`src/rtl/core/stsl_pkg.sv`:
```
`timescale 1ns / 1ps
// ----------------------------------------------------------------------------
// stsl_pkg
// Shared widths, operation codes, register indexes and control structs of the
// two-axis servo slew limiter.
// ----------------------------------------------------------------------------
package stsl_pkg;

  localparam int ANGLE_W   = 15;
  localparam int PERIOD_W  = 16;
  localparam int OP_W      = 3;
  localparam int CMP_W     = 14;
  localparam int CFG_IDX_W = 3;
  localparam int CFG_DAT_W = 16;

  localparam int ANGLE_FULL_SCALE_DEF = 18000;

  // clamp, period multiply, reciprocal multiply and saturate stages
  localparam int PIPE_DEPTH = 4;

  localparam logic [OP_W-1:0] OP_TICK      = 3'd0;
  localparam logic [OP_W-1:0] OP_SET_BOTH  = 3'd1;
  localparam logic [OP_W-1:0] OP_SET_YAW   = 3'd2;
  localparam logic [OP_W-1:0] OP_SET_PITCH = 3'd3;
  localparam logic [OP_W-1:0] OP_PLACE     = 3'd4;

  localparam logic [CFG_IDX_W-1:0] REG_YAW_LOW    = 3'd0;
  localparam logic [CFG_IDX_W-1:0] REG_YAW_HIGH   = 3'd1;
  localparam logic [CFG_IDX_W-1:0] REG_PITCH_LOW  = 3'd2;
  localparam logic [CFG_IDX_W-1:0] REG_PITCH_HIGH = 3'd3;
  localparam logic [CFG_IDX_W-1:0] REG_STEP       = 3'd4;
  localparam logic [CFG_IDX_W-1:0] REG_PERIOD     = 3'd5;

  localparam logic [ANGLE_W-1:0]  YAW_LOW_RST    = 15'd0;
  localparam logic [ANGLE_W-1:0]  YAW_HIGH_RST   = 15'd18000;
  localparam logic [ANGLE_W-1:0]  PITCH_LOW_RST  = 15'd0;
  localparam logic [ANGLE_W-1:0]  PITCH_HIGH_RST = 15'd18000;
  localparam logic [ANGLE_W-1:0]  STEP_RST       = 15'd10;
  localparam logic [PERIOD_W-1:0] PERIOD_RST     = 16'd20000;

  typedef struct packed {
    logic [ANGLE_W-1:0]  yaw_low;
    logic [ANGLE_W-1:0]  yaw_high;
    logic [ANGLE_W-1:0]  pitch_low;
    logic [ANGLE_W-1:0]  pitch_high;
    logic [ANGLE_W-1:0]  step;
    logic [PERIOD_W-1:0] period;
  } cfg_t;

  typedef struct packed {
    logic en;        // whole pipeline advances
    logic acc;       // an item is taken this cycle
    logic tick;
    logic place;
    logic set_goal;
  } lane_ctrl_t;

  typedef struct packed {
    logic at_goal;   // slewed angle equals goal
  } lane_stat_t;

endpackage

```
`src/rtl/core/stsl_in_if.sv`:
```
`timescale 1ns / 1ps
// ----------------------------------------------------------------------------
// stsl_in_if
// Command channel: operation code with yaw and pitch values.
// ----------------------------------------------------------------------------
interface stsl_in_if;
  logic                           valid;
  logic                           ready;
  logic [stsl_pkg::OP_W-1:0]      operation;
  logic [stsl_pkg::ANGLE_W-1:0]   yaw_value;
  logic [stsl_pkg::ANGLE_W-1:0]   pitch_value;

  modport source (output valid, output operation, output yaw_value, output pitch_value,
                  input ready);
  modport sink   (input valid, input operation, input yaw_value, input pitch_value,
                  output ready);
endinterface

```
`src/rtl/core/stsl_out_if.sv`:
```
`timescale 1ns / 1ps
// ----------------------------------------------------------------------------
// stsl_out_if
// Result channel: PWM compare values, positions and done flag.
// ----------------------------------------------------------------------------
interface stsl_out_if;
  logic                           valid;
  logic                           ready;
  logic [stsl_pkg::CMP_W-1:0]     yaw_compare;
  logic [stsl_pkg::CMP_W-1:0]     pitch_compare;
  logic [stsl_pkg::ANGLE_W-1:0]   yaw_position;
  logic [stsl_pkg::ANGLE_W-1:0]   pitch_position;
  logic                           movement_done;

  modport source (output valid, output yaw_compare, output pitch_compare,
                  output yaw_position, output pitch_position, output movement_done,
                  input ready);
  modport sink   (input valid, input yaw_compare, input pitch_compare,
                  input yaw_position, input pitch_position, input movement_done,
                  output ready);
endinterface

```
`src/rtl/core/stsl_cfg.sv`:
```
`timescale 1ns / 1ps
// ----------------------------------------------------------------------------
// stsl_cfg
// Configuration register file: axis limits, step size and PWM period.
// ----------------------------------------------------------------------------
module stsl_cfg (
  input  logic                              clk,
  input  logic                              rst_n,
  input  logic                              cfg_we,
  input  logic [stsl_pkg::CFG_IDX_W-1:0]    cfg_index,
  input  logic [stsl_pkg::CFG_DAT_W-1:0]    cfg_data,
  output stsl_pkg::cfg_t                    cfg
);

  stsl_pkg::cfg_t cfg_r;
  stsl_pkg::cfg_t cfg_nxt;
  logic [stsl_pkg::ANGLE_W-1:0] angle_data;

  assign angle_data = cfg_data[stsl_pkg::ANGLE_W-1:0];

  always_comb begin
    cfg_nxt = cfg_r;
    if (cfg_we) begin
      case (cfg_index)
        stsl_pkg::REG_YAW_LOW:    cfg_nxt.yaw_low    = angle_data;
        stsl_pkg::REG_YAW_HIGH:   cfg_nxt.yaw_high   = angle_data;
        stsl_pkg::REG_PITCH_LOW:  cfg_nxt.pitch_low  = angle_data;
        stsl_pkg::REG_PITCH_HIGH: cfg_nxt.pitch_high = angle_data;
        stsl_pkg::REG_STEP:       cfg_nxt.step       = angle_data;
        stsl_pkg::REG_PERIOD:     cfg_nxt.period     = cfg_data;
        default: ;
      endcase
    end
  end

  always_ff @(posedge clk) begin
    if (!rst_n) begin
      cfg_r.yaw_low    <= stsl_pkg::YAW_LOW_RST;
      cfg_r.yaw_high   <= stsl_pkg::YAW_HIGH_RST;
      cfg_r.pitch_low  <= stsl_pkg::PITCH_LOW_RST;
      cfg_r.pitch_high <= stsl_pkg::PITCH_HIGH_RST;
      cfg_r.step       <= stsl_pkg::STEP_RST;
      cfg_r.period     <= stsl_pkg::PERIOD_RST;
    end else begin
      cfg_r <= cfg_nxt;
    end
  end

  assign cfg = cfg_r;

endmodule

```
`src/rtl/core/stsl_lane.sv`:
```
`timescale 1ns / 1ps
// ----------------------------------------------------------------------------
// stsl_lane
// One servo axis: position and goal state, slew step, limit clamp, and a
// pipelined compare computation (multiply, then reciprocal multiply by a constant).
// ----------------------------------------------------------------------------
module stsl_lane #(
  parameter int ANGLE_FULL_SCALE = stsl_pkg::ANGLE_FULL_SCALE_DEF
) (
  input  logic                              clk,
  input  logic                              rst_n,
  input  stsl_pkg::lane_ctrl_t              ctrl,
  input  logic [stsl_pkg::ANGLE_W-1:0]      value,
  input  logic [stsl_pkg::ANGLE_W-1:0]      low,
  input  logic [stsl_pkg::ANGLE_W-1:0]      high,
  input  logic [stsl_pkg::ANGLE_W-1:0]      step,
  input  logic [stsl_pkg::PERIOD_W-1:0]     period,
  output stsl_pkg::lane_stat_t              stat,
  output logic [stsl_pkg::CMP_W-1:0]        compare,
  output logic [stsl_pkg::ANGLE_W-1:0]      position
);

  localparam int AW      = stsl_pkg::ANGLE_W;
  localparam int CW      = stsl_pkg::CMP_W;
  localparam int DEPTH   = stsl_pkg::PIPE_DEPTH;
  localparam longint SUM_MAX = longint'(ANGLE_FULL_SCALE) + 4 * ((longint'(1) << AW) - 1);
  localparam int SUM_W   = $clog2(SUM_MAX + 1);
  localparam int NUM_W   = stsl_pkg::PERIOD_W + SUM_W;
  // 40 * full scale = 8 * (5 * full scale): drop three bits, then an exact
  // reciprocal multiply for the remaining factor
  localparam int NW      = NUM_W - 3;
  localparam longint DEN5 = 5 * longint'(ANGLE_FULL_SCALE);
  localparam int LOG_W   = $clog2(DEN5);
  localparam int SHIFT   = NW + LOG_W;
  localparam int M_W     = NW + 1;
  localparam int PROD_W  = NW + M_W;
  localparam longint RECIP = ((longint'(1) << SHIFT) + DEN5 - 1) / DEN5;

  localparam logic [SUM_W-1:0] FS_SUM  = SUM_W'(ANGLE_FULL_SCALE);
  localparam logic [M_W-1:0]   RECIP_C = M_W'(RECIP);

  function automatic logic [AW-1:0] clamp_to(input logic [AW-1:0] v,
                                              input logic [AW-1:0] lo,
                                              input logic [AW-1:0] hi);
    logic [AW-1:0] t;
    t = (v > hi) ? hi : v;
    return (t < lo) ? lo : t;
  endfunction

  // axis state
  logic [AW-1:0] angle_r, angle_nxt;
  logic [AW-1:0] goal_r, goal_nxt;
  logic [AW-1:0] slewed;

  always_comb begin
    slewed = angle_r;
    if (goal_r > angle_r) begin
      slewed = (goal_r - angle_r <= step) ? goal_r : angle_r + step;
    end else if (angle_r > goal_r) begin
      slewed = (angle_r - goal_r <= step) ? goal_r : angle_r - step;
    end
  end

  always_comb begin
    angle_nxt = angle_r;
    goal_nxt  = goal_r;
    if (ctrl.acc) begin
      if (ctrl.tick) begin
        angle_nxt = slewed;
      end
      if (ctrl.place) begin
        angle_nxt = value;
        goal_nxt  = value;
      end
      if (ctrl.set_goal) begin
        goal_nxt = clamp_to(value, low, high);
      end
    end
  end

  assign stat.at_goal = (slewed == goal_r);

  always_ff @(posedge clk) begin
    if (!rst_n) begin
      angle_r <= '0;
      goal_r  <= '0;
    end else begin
      angle_r <= angle_nxt;
      goal_r  <= goal_nxt;
    end
  end

  // compare pipeline
  logic [AW-1:0]     cl_r;
  logic [NUM_W-1:0]  num_r;
  logic [PROD_W-1:0] prod_r;
  logic [CW-1:0]     cmp_r;
  logic [AW-1:0]     pos_r [0:DEPTH-1];
  logic [SUM_W-1:0]  sum;
  logic [PROD_W-1:0] quot;
  logic [CW-1:0]     cmp_nxt;

  assign sum  = FS_SUM + {{(SUM_W - AW - 2){1'b0}}, cl_r, 2'b00};
  assign quot = prod_r >> SHIFT;
  // quotient beyond the compare width saturates
  assign cmp_nxt = (|quot[PROD_W-1:CW]) ? '1 : quot[CW-1:0];

  always_ff @(posedge clk) begin
    if (ctrl.en) begin
      cl_r     <= clamp_to(angle_nxt, low, high);
      num_r    <= NUM_W'(period) * NUM_W'(sum);
      prod_r   <= PROD_W'(num_r[NUM_W-1:3]) * PROD_W'(RECIP_C);
      cmp_r    <= cmp_nxt;
      pos_r[0] <= angle_nxt;
      for (int s = 1; s < DEPTH; s++) begin
        pos_r[s] <= pos_r[s-1];
      end
    end
  end

  assign compare  = cmp_r;
  assign position = pos_r[DEPTH-1];

endmodule

```
`src/rtl/core/stsl_merge.sv`:
```
`timescale 1ns / 1ps
// ----------------------------------------------------------------------------
// stsl_merge
// Operation decode, pipeline flow control, and the done flag that combines
// what both axis lanes report.
// ----------------------------------------------------------------------------
module stsl_merge (
  input  logic                              clk,
  input  logic                              rst_n,
  input  logic                              in_valid,
  input  logic [stsl_pkg::OP_W-1:0]         op,
  output logic                              in_ready,
  input  logic                              out_ready,
  output logic                              out_valid,
  input  stsl_pkg::lane_stat_t              yaw_stat,
  input  stsl_pkg::lane_stat_t              pitch_stat,
  output stsl_pkg::lane_ctrl_t              yaw_ctrl,
  output stsl_pkg::lane_ctrl_t              pitch_ctrl,
  output logic                              done
);

  localparam int DEPTH = stsl_pkg::PIPE_DEPTH;

  logic en, acc;
  logic tick, place, set_yaw, set_pitch;
  logic done_r, done_nxt;
  logic [DEPTH-1:0] v_r;
  logic             d_r [0:DEPTH-1];

  // the whole pipeline freezes while the last stage holds an untaken item
  assign en  = !v_r[DEPTH-1] || out_ready;
  assign acc = in_valid && en;

  always_comb begin
    tick      = 1'b0;
    place     = 1'b0;
    set_yaw   = 1'b0;
    set_pitch = 1'b0;
    case (op)
      stsl_pkg::OP_TICK:      tick = 1'b1;
      stsl_pkg::OP_SET_BOTH:  begin
        set_yaw   = 1'b1;
        set_pitch = 1'b1;
      end
      stsl_pkg::OP_SET_YAW:   set_yaw = 1'b1;
      stsl_pkg::OP_SET_PITCH: set_pitch = 1'b1;
      stsl_pkg::OP_PLACE:     place = 1'b1;
      default: ;
    endcase
  end

  always_comb begin
    done_nxt = done_r;
    if (acc) begin
      if (tick && yaw_stat.at_goal && pitch_stat.at_goal) begin
        done_nxt = 1'b1;
      end
      if (set_yaw || set_pitch) begin
        done_nxt = 1'b0;
      end
      if (place) begin
        done_nxt = 1'b1;
      end
    end
  end

  always_ff @(posedge clk) begin
    if (!rst_n) begin
      done_r <= 1'b1;
      v_r    <= '0;
    end else begin
      done_r <= done_nxt;
      if (en) begin
        v_r <= {v_r[DEPTH-2:0], acc};
      end
    end
  end

  always_ff @(posedge clk) begin
    if (en) begin
      d_r[0] <= done_nxt;
      for (int s = 1; s < DEPTH; s++) begin
        d_r[s] <= d_r[s-1];
      end
    end
  end

  always_comb begin
    yaw_ctrl.en         = en;
    yaw_ctrl.acc        = acc;
    yaw_ctrl.tick       = tick;
    yaw_ctrl.place      = place;
    yaw_ctrl.set_goal   = set_yaw;
    pitch_ctrl.en       = en;
    pitch_ctrl.acc      = acc;
    pitch_ctrl.tick     = tick;
    pitch_ctrl.place    = place;
    pitch_ctrl.set_goal = set_pitch;
  end

  assign in_ready  = en;
  assign out_valid = v_r[DEPTH-1];
  assign done      = d_r[DEPTH-1];

endmodule

```
`src/rtl/core/two_axis_servo_slew_limiter.sv`:
```
`timescale 1ns / 1ps
// ----------------------------------------------------------------------------
// two_axis_servo_slew_limiter
// Yaw and pitch servo slewer with limit clamps and PWM compare outputs.
//
//   port     direction  contents
//   in_ch    sink       operation, yaw_value, pitch_value
//   out_ch   source     yaw/pitch compare, yaw/pitch position, movement_done
//   cfg_*    input      write enable, register index, write data
//
// One item per cycle while out_ch takes results; each taken item passes through
// the clamp, period multiply, reciprocal multiply and saturate stages.
// Axis state updates in the cycle an item is taken, so items follow back to back.
// Synchronous reset restores registers and state; no clearing pass.
// While a result waits at the output, the pipeline holds and in_ch.ready drops.
// ----------------------------------------------------------------------------
module two_axis_servo_slew_limiter #(
  parameter int ANGLE_FULL_SCALE = stsl_pkg::ANGLE_FULL_SCALE_DEF
) (
  input  logic                              clk,
  input  logic                              rst_n,
  stsl_in_if.sink                           in_ch,
  stsl_out_if.source                        out_ch,
  input  logic                              cfg_we,
  input  logic [stsl_pkg::CFG_IDX_W-1:0]    cfg_index,
  input  logic [stsl_pkg::CFG_DAT_W-1:0]    cfg_data
);

  stsl_pkg::cfg_t       cfg;
  stsl_pkg::lane_ctrl_t yaw_ctrl, pitch_ctrl;
  stsl_pkg::lane_stat_t yaw_stat, pitch_stat;
  logic                 in_ready, out_valid, done;

  stsl_cfg u_cfg (
    .clk       (clk),
    .rst_n     (rst_n),
    .cfg_we    (cfg_we),
    .cfg_index (cfg_index),
    .cfg_data  (cfg_data),
    .cfg       (cfg)
  );

  stsl_lane #(.ANGLE_FULL_SCALE(ANGLE_FULL_SCALE)) u_yaw (
    .clk      (clk),
    .rst_n    (rst_n),
    .ctrl     (yaw_ctrl),
    .value    (in_ch.yaw_value),
    .low      (cfg.yaw_low),
    .high     (cfg.yaw_high),
    .step     (cfg.step),
    .period   (cfg.period),
    .stat     (yaw_stat),
    .compare  (out_ch.yaw_compare),
    .position (out_ch.yaw_position)
  );

  stsl_lane #(.ANGLE_FULL_SCALE(ANGLE_FULL_SCALE)) u_pitch (
    .clk      (clk),
    .rst_n    (rst_n),
    .ctrl     (pitch_ctrl),
    .value    (in_ch.pitch_value),
    .low      (cfg.pitch_low),
    .high     (cfg.pitch_high),
    .step     (cfg.step),
    .period   (cfg.period),
    .stat     (pitch_stat),
    .compare  (out_ch.pitch_compare),
    .position (out_ch.pitch_position)
  );

  stsl_merge u_merge (
    .clk        (clk),
    .rst_n      (rst_n),
    .in_valid   (in_ch.valid),
    .op         (in_ch.operation),
    .in_ready   (in_ready),
    .out_ready  (out_ch.ready),
    .out_valid  (out_valid),
    .yaw_stat   (yaw_stat),
    .pitch_stat (pitch_stat),
    .yaw_ctrl   (yaw_ctrl),
    .pitch_ctrl (pitch_ctrl),
    .done       (done)
  );

  assign in_ch.ready          = in_ready;
  assign out_ch.valid         = out_valid;
  assign out_ch.movement_done = done;

endmodule

```
`src/flat_wrapper.sv`:
```
// flat-port wrapper written by rule: the top's interface ports become plain ports
module two_axis_servo_slew_limiter_flat 
#(
  parameter int ANGLE_FULL_SCALE = stsl_pkg::ANGLE_FULL_SCALE_DEF
)
  (clk, rst_n, cfg_we, cfg_index, cfg_data, in_ch_valid, in_ch_operation, in_ch_yaw_value, in_ch_pitch_value, in_ch_ready, out_ch_valid, out_ch_yaw_compare, out_ch_pitch_compare, out_ch_yaw_position, out_ch_pitch_position, out_ch_movement_done, out_ch_ready);
  stsl_in_if in_ch_i ();
  stsl_out_if out_ch_i ();
  input  logic clk;
  input  logic rst_n;
  input  logic cfg_we;
  input  logic [stsl_pkg::CFG_IDX_W-1:0] cfg_index;
  input  logic [stsl_pkg::CFG_DAT_W-1:0] cfg_data;
  input wire logic [$bits(in_ch_i.valid)-1:0] in_ch_valid;
  input wire logic [$bits(in_ch_i.operation)-1:0] in_ch_operation;
  input wire logic [$bits(in_ch_i.yaw_value)-1:0] in_ch_yaw_value;
  input wire logic [$bits(in_ch_i.pitch_value)-1:0] in_ch_pitch_value;
  output wire logic [$bits(in_ch_i.ready)-1:0] in_ch_ready;
  output wire logic [$bits(out_ch_i.valid)-1:0] out_ch_valid;
  output wire logic [$bits(out_ch_i.yaw_compare)-1:0] out_ch_yaw_compare;
  output wire logic [$bits(out_ch_i.pitch_compare)-1:0] out_ch_pitch_compare;
  output wire logic [$bits(out_ch_i.yaw_position)-1:0] out_ch_yaw_position;
  output wire logic [$bits(out_ch_i.pitch_position)-1:0] out_ch_pitch_position;
  output wire logic [$bits(out_ch_i.movement_done)-1:0] out_ch_movement_done;
  input wire logic [$bits(out_ch_i.ready)-1:0] out_ch_ready;
  assign in_ch_i.valid = in_ch_valid;
  assign in_ch_i.operation = in_ch_operation;
  assign in_ch_i.yaw_value = in_ch_yaw_value;
  assign in_ch_i.pitch_value = in_ch_pitch_value;
  assign in_ch_ready = in_ch_i.ready;
  assign out_ch_valid = out_ch_i.valid;
  assign out_ch_yaw_compare = out_ch_i.yaw_compare;
  assign out_ch_pitch_compare = out_ch_i.pitch_compare;
  assign out_ch_yaw_position = out_ch_i.yaw_position;
  assign out_ch_pitch_position = out_ch_i.pitch_position;
  assign out_ch_movement_done = out_ch_i.movement_done;
  assign out_ch_i.ready = out_ch_ready;
  two_axis_servo_slew_limiter #(.ANGLE_FULL_SCALE(ANGLE_FULL_SCALE)) u_core (.clk(clk), .rst_n(rst_n), .in_ch(in_ch_i), .out_ch(out_ch_i), .cfg_we(cfg_we), .cfg_index(cfg_index), .cfg_data(cfg_data));
endmodule
```
`config.mk`:
```
export PLATFORM = sky130hd
export DESIGN_NAME = two_axis_servo_slew_limiter_flat
export DESIGN_NICKNAME = d
export VERILOG_FILES = /design/src/rtl/core/stsl_pkg.sv /design/src/rtl/core/stsl_in_if.sv /design/src/rtl/core/stsl_out_if.sv /design/src/rtl/core/stsl_cfg.sv /design/src/rtl/core/stsl_lane.sv /design/src/rtl/core/stsl_merge.sv /design/src/rtl/core/two_axis_servo_slew_limiter.sv /design/src/flat_wrapper.sv
export SDC_FILE = /design/constraint.sdc
export NUM_CORES = 2
export LEC_CHECK = 0
export BUFFER_PORTS_ARGS = -buffer_cell sky130_fd_sc_hd__buf_2
export CORE_MARGIN = 4
export CORE_UTILIZATION = 50
export DETAILED_ROUTE_END_ITERATION = 7
export PLACE_DENSITY = 0.69
export SLEW_MARGIN = 20
export SYNTH_ARGS = -nofsm -noshare
export SYNTH_HDL_FRONTEND = slang
export SYNTH_SLANG_ARGS = --single-unit
```
`constraint.sdc`:
```
create_clock -name clk -period 18.7 [get_ports clk]
set_clock_uncertainty 0.15 [all_clocks]
set_input_delay 1.87 -clock clk [delete_from_list [all_inputs] [get_ports clk]]
set_output_delay 1.87 -clock clk [all_outputs]
set_load 0.02 [all_outputs]
```
# Word-level counts from Yosys, hierarchy flattened
# Memories as Yosys holds them, arrays and structs flattened.
# Cells that the tools add are included.
dict set report classes {
  addsub 10
  mux 36
  n_lt_le_gt_ge 16
  reduce_logical 20
  n_mul 4
  n_eq_ne 11
}
# operator count
set ops {}
lappend ops {{15-bit 2-to-1 mux} 26}
lappend ops {{31-bit by 31-bit multiplier with 62-bit output, second input constant} 2}
lappend ops {{15-bit greater-than comparator} 8}
lappend ops {{15-bit subtractor} 6}
lappend ops {{16-bit by 18-bit multiplier with 34-bit output} 2}
lappend ops {{15-bit less-or-equal comparator} 4}
lappend ops {{15-bit < comparator} 4}
lappend ops {{15-bit by 17-bit adder with 18-bit output, first input constant} 2}
lappend ops {{15-bit adder} 2}
lappend ops {{15-bit == test} 2}
lappend ops {{2-bit AND reduction} 8}
lappend ops {{3-bit by 2-bit == test with 1-bit output, second input constant} 4}
lappend ops {{1-bit 2-to-1 mux} 10}
lappend ops {{3-bit == test, second input constant} 3}
lappend ops {{3-bit by 1-bit == test with 1-bit output, second input constant} 2}
lappend ops {{3-bit logical NOT} 2}
lappend ops {{2-bit nonzero test} 2}
lappend ops {{2-bit OR reduction} 2}
lappend ops {{1-bit logical AND} 3}
lappend ops {{1-bit logical OR} 2}
lappend ops {{1-bit logical NOT} 1}
dict set report totals {
  n_memories 3
  output_inout_bits 61
  ramBits 124
  input_bits 57
  ff_bits 406
  elab_cells 120
}
# memory depth word_bits rd rd_ports_with_merged_regs wr line_no
set mem_list {}
lappend mem_list {u_core.u_pitch.pos_r 4 15 4 0 4 stsl_lane.sv:98} ;# logic [AW-1:0] pos_r [0:DEPTH-1];
lappend mem_list {u_core.u_yaw.pos_r 4 15 4 0 4 stsl_lane.sv:98}
lappend mem_list {u_core.u_merge.d_r 4 1 4 0 4 stsl_merge.sv:28} ;# logic d_r [0:DEPTH-1];

# Logic depth before layout (Yosys ltp)
dict set report depth {
  ltp_word 12
  ltp_mapped 50
  mapped_depth_nobuf 47
}

# Cells and area by module
# A second synthesis with hierarchy kept.
dict set report hier_totals {
  cells_unflattened 8231
  area_unflattened_um2 81131.6
}
# module area_per_inst_um2 seq_area_each_um2 cells_per_inst instances
set by_module_without_submodules {}
lappend by_module_without_submodules {{stsl_lane at u_core.u_yaw} 38837.2 4654.5 3950 1}
lappend by_module_without_submodules {{stsl_lane at u_core.u_pitch} 38413.1 4654.5 3909 1}
lappend by_module_without_submodules {stsl_cfg 3429.5 1821.7 330 1}
lappend by_module_without_submodules {stsl_merge 451.7 220.2 42 1}

# Worst setup path after synthesis
# Ideal clock, no wire load.
dict set report synth_timing {
  path_type {input to register}
  from {in out_ch_ready}
  to {reg u_core.u_yaw.cl_r[11] (data pin)}
  required_time_ns 18.290
  path_buffers 5
  setup_ns 0.260
  t_arrival_ns 14.489
  path_slack_ns 3.801
  stages 34
  path_cell_list {nor2b_1 -> inv_1 -> nand2_1 -> nor3_1 -> clkbuf_1 -> clkbuf_1 -> nor2_1 -> a31oi_1 -> ha_1 -> nor2b_1 -> o21a_1 -> o21a_1 -> o21a_1 -> o21a_1 -> o21a_1 -> o21a_1 -> o21ai_0 -> a21o_1 -> clkbuf_1 -> buf_1 -> mux2_2 -> ha_1 -> a21o_1 -> a21o_1 -> a21o_1 -> a21o_1 -> a21oi_1 -> nor2b_1 -> o21ai_0 -> nand2_1 -> a2111oi_0 -> a311oi_2 -> buf_2 -> mux2_2}
}
dict set report synth_between {
  elab_chain_cells 7
}
# element line_no
set synth_lines {}
lappend synth_lines {{from (decl)} flat_wrapper.sv:25} ;# input wire logic [$bits(out_ch_i.ready)-1:0] out_ch_ready;
lappend synth_lines {{1-bit logical OR (*)} stsl_merge.sv:31} ;# assign en = !v_r[DEPTH-1] || out_ready;
lappend synth_lines {{named net in_ch_ready} flat_wrapper.sv:18} ;# output wire logic [$bits(in_ch_i.ready)-1:0] in_ch_ready;
lappend synth_lines {{1-bit logical AND (*)} stsl_merge.sv:32} ;# assign acc = in_valid && en;
lappend synth_lines {{15-bit 2-to-1 mux (*)} stsl_lane.sv:67} ;# if (ctrl.acc) begin
lappend synth_lines {{named net u_core.u_yaw.angle_nxt[1]} stsl_lane.sv:51} ;# logic [AW-1:0] angle_r, angle_nxt;
lappend synth_lines {{15-bit greater-than comparator} stsl_lane.sv:46} ;# t = (v > hi) ? hi : v;
lappend synth_lines {{15-bit 2-to-1 mux (*)} stsl_lane.sv:46}
lappend synth_lines {{15-bit < comparator} stsl_lane.sv:47} ;# return (t < lo) ? lo : t;
lappend synth_lines {{15-bit 2-to-1 mux (*)} stsl_lane.sv:47}
lappend synth_lines {{to (signal assigned)} stsl_lane.sv:110} ;# cl_r <= clamp_to(angle_nxt, low, high);
lappend synth_lines {{to (decl)} stsl_lane.sv:94} ;# logic [AW-1:0] cl_r;
# The timed path passes the listed nets; every way through them passes the cells marked *.
# A chain may end at the register's enable or synchronous reset.

# Final worst setup path
dict set report layout_timing {
  from {reg u_core.u_yaw.angle_r[2]}
  to {reg u_core.u_yaw.cl_r[14] (data pin)}
}
dict set report layout_between {
  elab_chain_cells 12
  elab_cells_between_ends 19
  cone_classes {4 x add/sub; 6 x order compare; 9 x mux}
}
# element line_no
set layout_lines {}
lappend layout_lines {{from (decl)} stsl_lane.sv:51}
lappend layout_lines {{from (signal assigned)} stsl_lane.sv:88} ;# angle_r <= angle_nxt;
lappend layout_lines {{15-bit subtractor} stsl_lane.sv:60} ;# slewed = (angle_r - goal_r <= step) ? goal_r : angle_r - step;
lappend layout_lines {{15-bit less-or-equal comparator} stsl_lane.sv:60}
lappend layout_lines {{15-bit 2-to-1 mux} stsl_lane.sv:60}
lappend layout_lines {{15-bit 2-to-1 mux} stsl_lane.sv:59} ;# end else if (angle_r > goal_r) begin
lappend layout_lines {{15-bit 2-to-1 mux} stsl_lane.sv:57} ;# if (goal_r > angle_r) begin
lappend layout_lines {{15-bit 2-to-1 mux} stsl_lane.sv:68} ;# if (ctrl.tick) begin
lappend layout_lines {{15-bit 2-to-1 mux} stsl_lane.sv:71} ;# if (ctrl.place) begin
lappend layout_lines {{15-bit 2-to-1 mux (*)} stsl_lane.sv:67}
lappend layout_lines {{15-bit greater-than comparator} stsl_lane.sv:46}
lappend layout_lines {{15-bit 2-to-1 mux (*)} stsl_lane.sv:46}
lappend layout_lines {{15-bit < comparator} stsl_lane.sv:47}
lappend layout_lines {{15-bit 2-to-1 mux (*)} stsl_lane.sv:47}
# Mark *: on every way between the ends. The rest lies on a longest branch, timed or not.

==> results.cfg <==
[floorplan]
num_rows = 146
dieArea_um2 = 167000
fp.dieH_um = 409
initial_core_util_pct = 50.6
die_x_um = 409
coreArea_um2 = 159000
ios = 118

[global_routing]
grt_overflow = 0
grt_pass1_vias = 61947
grt_usage_pct = 28.4
grt_max_degree = 84
antenna_found_initial = 6
grt_pass1_wl_um = 366000

[worst_setup_path]
cp.required_ps = 18980
r2r_setup_slack_ps = 7490
start_kind = flop
r2r-start = u_core.u_yaw.angle_r[2]
critical_path_arrival_ps = 11490
endpoint_kind = flop
cp_slowest_cell = a21o_1
reg2reg_depth = 45
cp_max_fo = 19
path_class = reg2reg
r2r-end = u_core.u_yaw.cl_r[14]
crit_path_max_incr_delay_ps = 640

[synthesis]
synthMuxAreaShare_pct = 1.53
synth_area_um2 = 80500
ys_types = 95
synthAdderAreaFrac_pct = 52.8
synth_top_family_by_area = adder cells
async_reset_ff_share_pct = 0
synth_edf_count = 274
ys_seq_elements = 430
syn_nets = 10919
synth-compound-area-share_pct = 8.96
synth_cells = 8303
syn_avg_cell_area_um2 = 9.69
ys_seq_area_share_pct = 14.1
ys.flop_type = edfxtp_1
synth-simple-area-share_pct = 9.27
ys.warnings.count = 0
synth_xor_area_share_pct = 2.46

[clocking]
cts_max_level = 2
cts_hold_buf = 0
worstSkewPairLatency_ps = 710
cts_tree = built
cts_setup_buffers = 0
cts-resized-gates = 0
cts-root-buf = clkbuf_16
clkSlewWorstSetupHoldPaths_ps = 70
clock_tree.buffer_depth = 3
cts_num_sinks = 430
cts_buffers = 54

[routing]
post_drt_wl_per_cell_um = 22.4
drt_iter0_markers = 4514
dr_wl_met2_um = 110000
vias = 58419
drt_wl_total_um = 236000
highest_layer = met5
vias_per_cell = 5.54
met1_length_um = 99200
dr_wl_met3_um = 17000
route.detailed.drc = 0
drtAntennaViolNets = 0
drt_pass1_iterations = 6

[finish]
instances_no_fill = 10537
multiInputGateArea_um2 = 60400
seqCellArea_um2 = 11400
drive_gt1_share_pct = 5.21
syn2layout_area_growth_pct = 6.09
fillCellCount = 14362
nets = 10960

[timing]
rsz0062_at_grt = no
relSlewSlack_pct = 27.4
setup-tns-final_ps = 0
worst_pin_slew_ps = 1080
report.final.slew_viol_count = 0
fmaxAchievable_mhz = 89.2
whs_ps = 266
min_period_over_period_pct = 60.0
hold_viol_final = 0
fin_crit_ps = 11210
setup-violations-final = 0

[placement]
dp_hpwl_um = 197000
gp_congestion = 1.01
dpl.cell_count = 10434
port_buffers = 117

[hold_path]
min_to = u_core.u_pitch.pos_r[1][12]
hold_class = reg2reg
hp-start = u_core.u_pitch.pos_r[0][12]
whs_path_depth = 0

[status]
outcome = completed

[run]
maxCapViolations = 0
per-stage QoR:
stage          setup WS (ps)  util [%]  cell area [um^2]
3_5_place_dp            7540      52.5             83600
2_1_floorplan           3800         -             80500
3_3_place_gp            7570      52.5             83600
6_report                7490      53.7             85400
4_1_cts                 7500      53.7             85400
5_1_grt                 6760      53.7             85400
layout by cell type (no fill, tap or decap), drive strengths merged, types with 11 or more instances in the layout:
| cell | instances |
|---|---|
| inv | 2113 |
| fa | 1391 |
| ha | 1168 |
| nand2 | 648 |
| a21oi | 353 |
| edfxtp | 274 |
| nor2 | 216 |
| buf | 205 |
| and2 | 200 |
| xnor2 | 167 |
| o21ai | 167 |
| dfxtp | 156 |
| a21o | 155 |
| nor3 | 92 |
| nand3 | 74 |
| mux2 | 72 |
| nor2b | 64 |
| clkbuf | 58 |
| nand4 | 57 |
| nand2b | 56 |
| xor2 | 54 |
| a211oi | 54 |
| o21a | 51 |
| o211ai | 47 |
| or2 | 45 |
| mux2i | 38 |
| and3 | 34 |
| o22ai | 28 |
| o21bai | 27 |
| or3 | 25 |
| o31ai | 22 |
| clkinv | 22 |
| a31oi | 21 |
| a211o | 19 |
| a311o | 17 |
| a221oi | 16 |
| a2111oi | 16 |
| nor4 | 14 |
| o311ai | 11 |
sequential cells by signal, summed over array words and instances, names as in the netlist, 31 cells and up:
name                  count
u_core.u_pitch.num_r     31
u_core.u_yaw.num_r       31
u_core.u_cfg.cfg         91
u_core.u_pitch.pos_r     60
u_core.u_yaw.pos_r       60
cell type report:
type / instances / share of cell area (%)
Antenna cell: 2 / 0.00586
Multi-Input combinational cell: 5547 / 70.7
Tap cell: 2146 / 3.14
Clock buffer: 58 / 1.60
Inverter: 2106 / 9.27
Clock inverter: 43 / 0.503
Sequential cell: 430 / 13.3
Timing Repair Buffer: 205 / 1.46
routing by layer:
layer | track usage, % | up-vias
met4 | 9.25 | 4
met5 | 0 | -
met3 | 4.49 | 445
met1 | 38.6 | 29568
met2 | 46.7 | 2044
li1 | - | 26358
Yosys cell counts, drive strengths merged, types with 56 or more instances:
library cell,instances,area (um^2)
dfxtp,156,3120
nand2b,56,350
a21oi,353,1780
ha,1168,14600
and2,200,1250
edfxtp,274,8230
a21o,155,1160
mux2,72,848
o21ai,167,836
fa,1391,27800
nor2,216,813
nand2,648,2430
nor2b,64,400
xnor2,167,1460
inv,2104,7900
nand4,57,357
nand3,74,370
nor3,92,465
clkbuf,185,696
how the worst max path moves through the flow:
stage	slack, ps	to	from
after floorplan	3800	u_core.u_yaw.cl_r[11]	out_ch_ready
after global placement	7570	u_core.u_yaw.cl_r[9]	u_core.u_yaw.angle_r[1]
after detailed placement	7540	u_core.u_yaw.cl_r[14]	u_core.u_yaw.angle_r[2]
after CTS	7500	u_core.u_yaw.cl_r[14]	u_core.u_yaw.angle_r[2]
after global routing	6760	u_core.u_yaw.cl_r[14]	u_core.u_yaw.angle_r[2]
final	7490	u_core.u_yaw.cl_r[14]	u_core.u_yaw.angle_r[2]
cell families after synthesis:
logic type | after synthesis
compound gates | 1098
xor+xnor | 223
fa+ha+maj | 2559
buf+inv | 2326
flops | 430
mux | 110
simple gates | 1557
worst max-delay path, delay by kind of cell (launching register included):
| kind | cells | cell delay, ps |
|---|---|---|
| AOI/OAI and AO/OA | 27 | 6360 |
| muxes | 2 | 730 |
| adders and majority gates | 4 | 1280 |
| and+or+nand+nor | 8 | 1080 |
| buffers and inverters | 3 | 770 |
| xor gates and xnor gates | 1 | 110 |
| DFF | 1 | 440 |
Power is not shown: default switching activity piles up to over one toggle a cycle in this logic, so the estimate is an artifact.
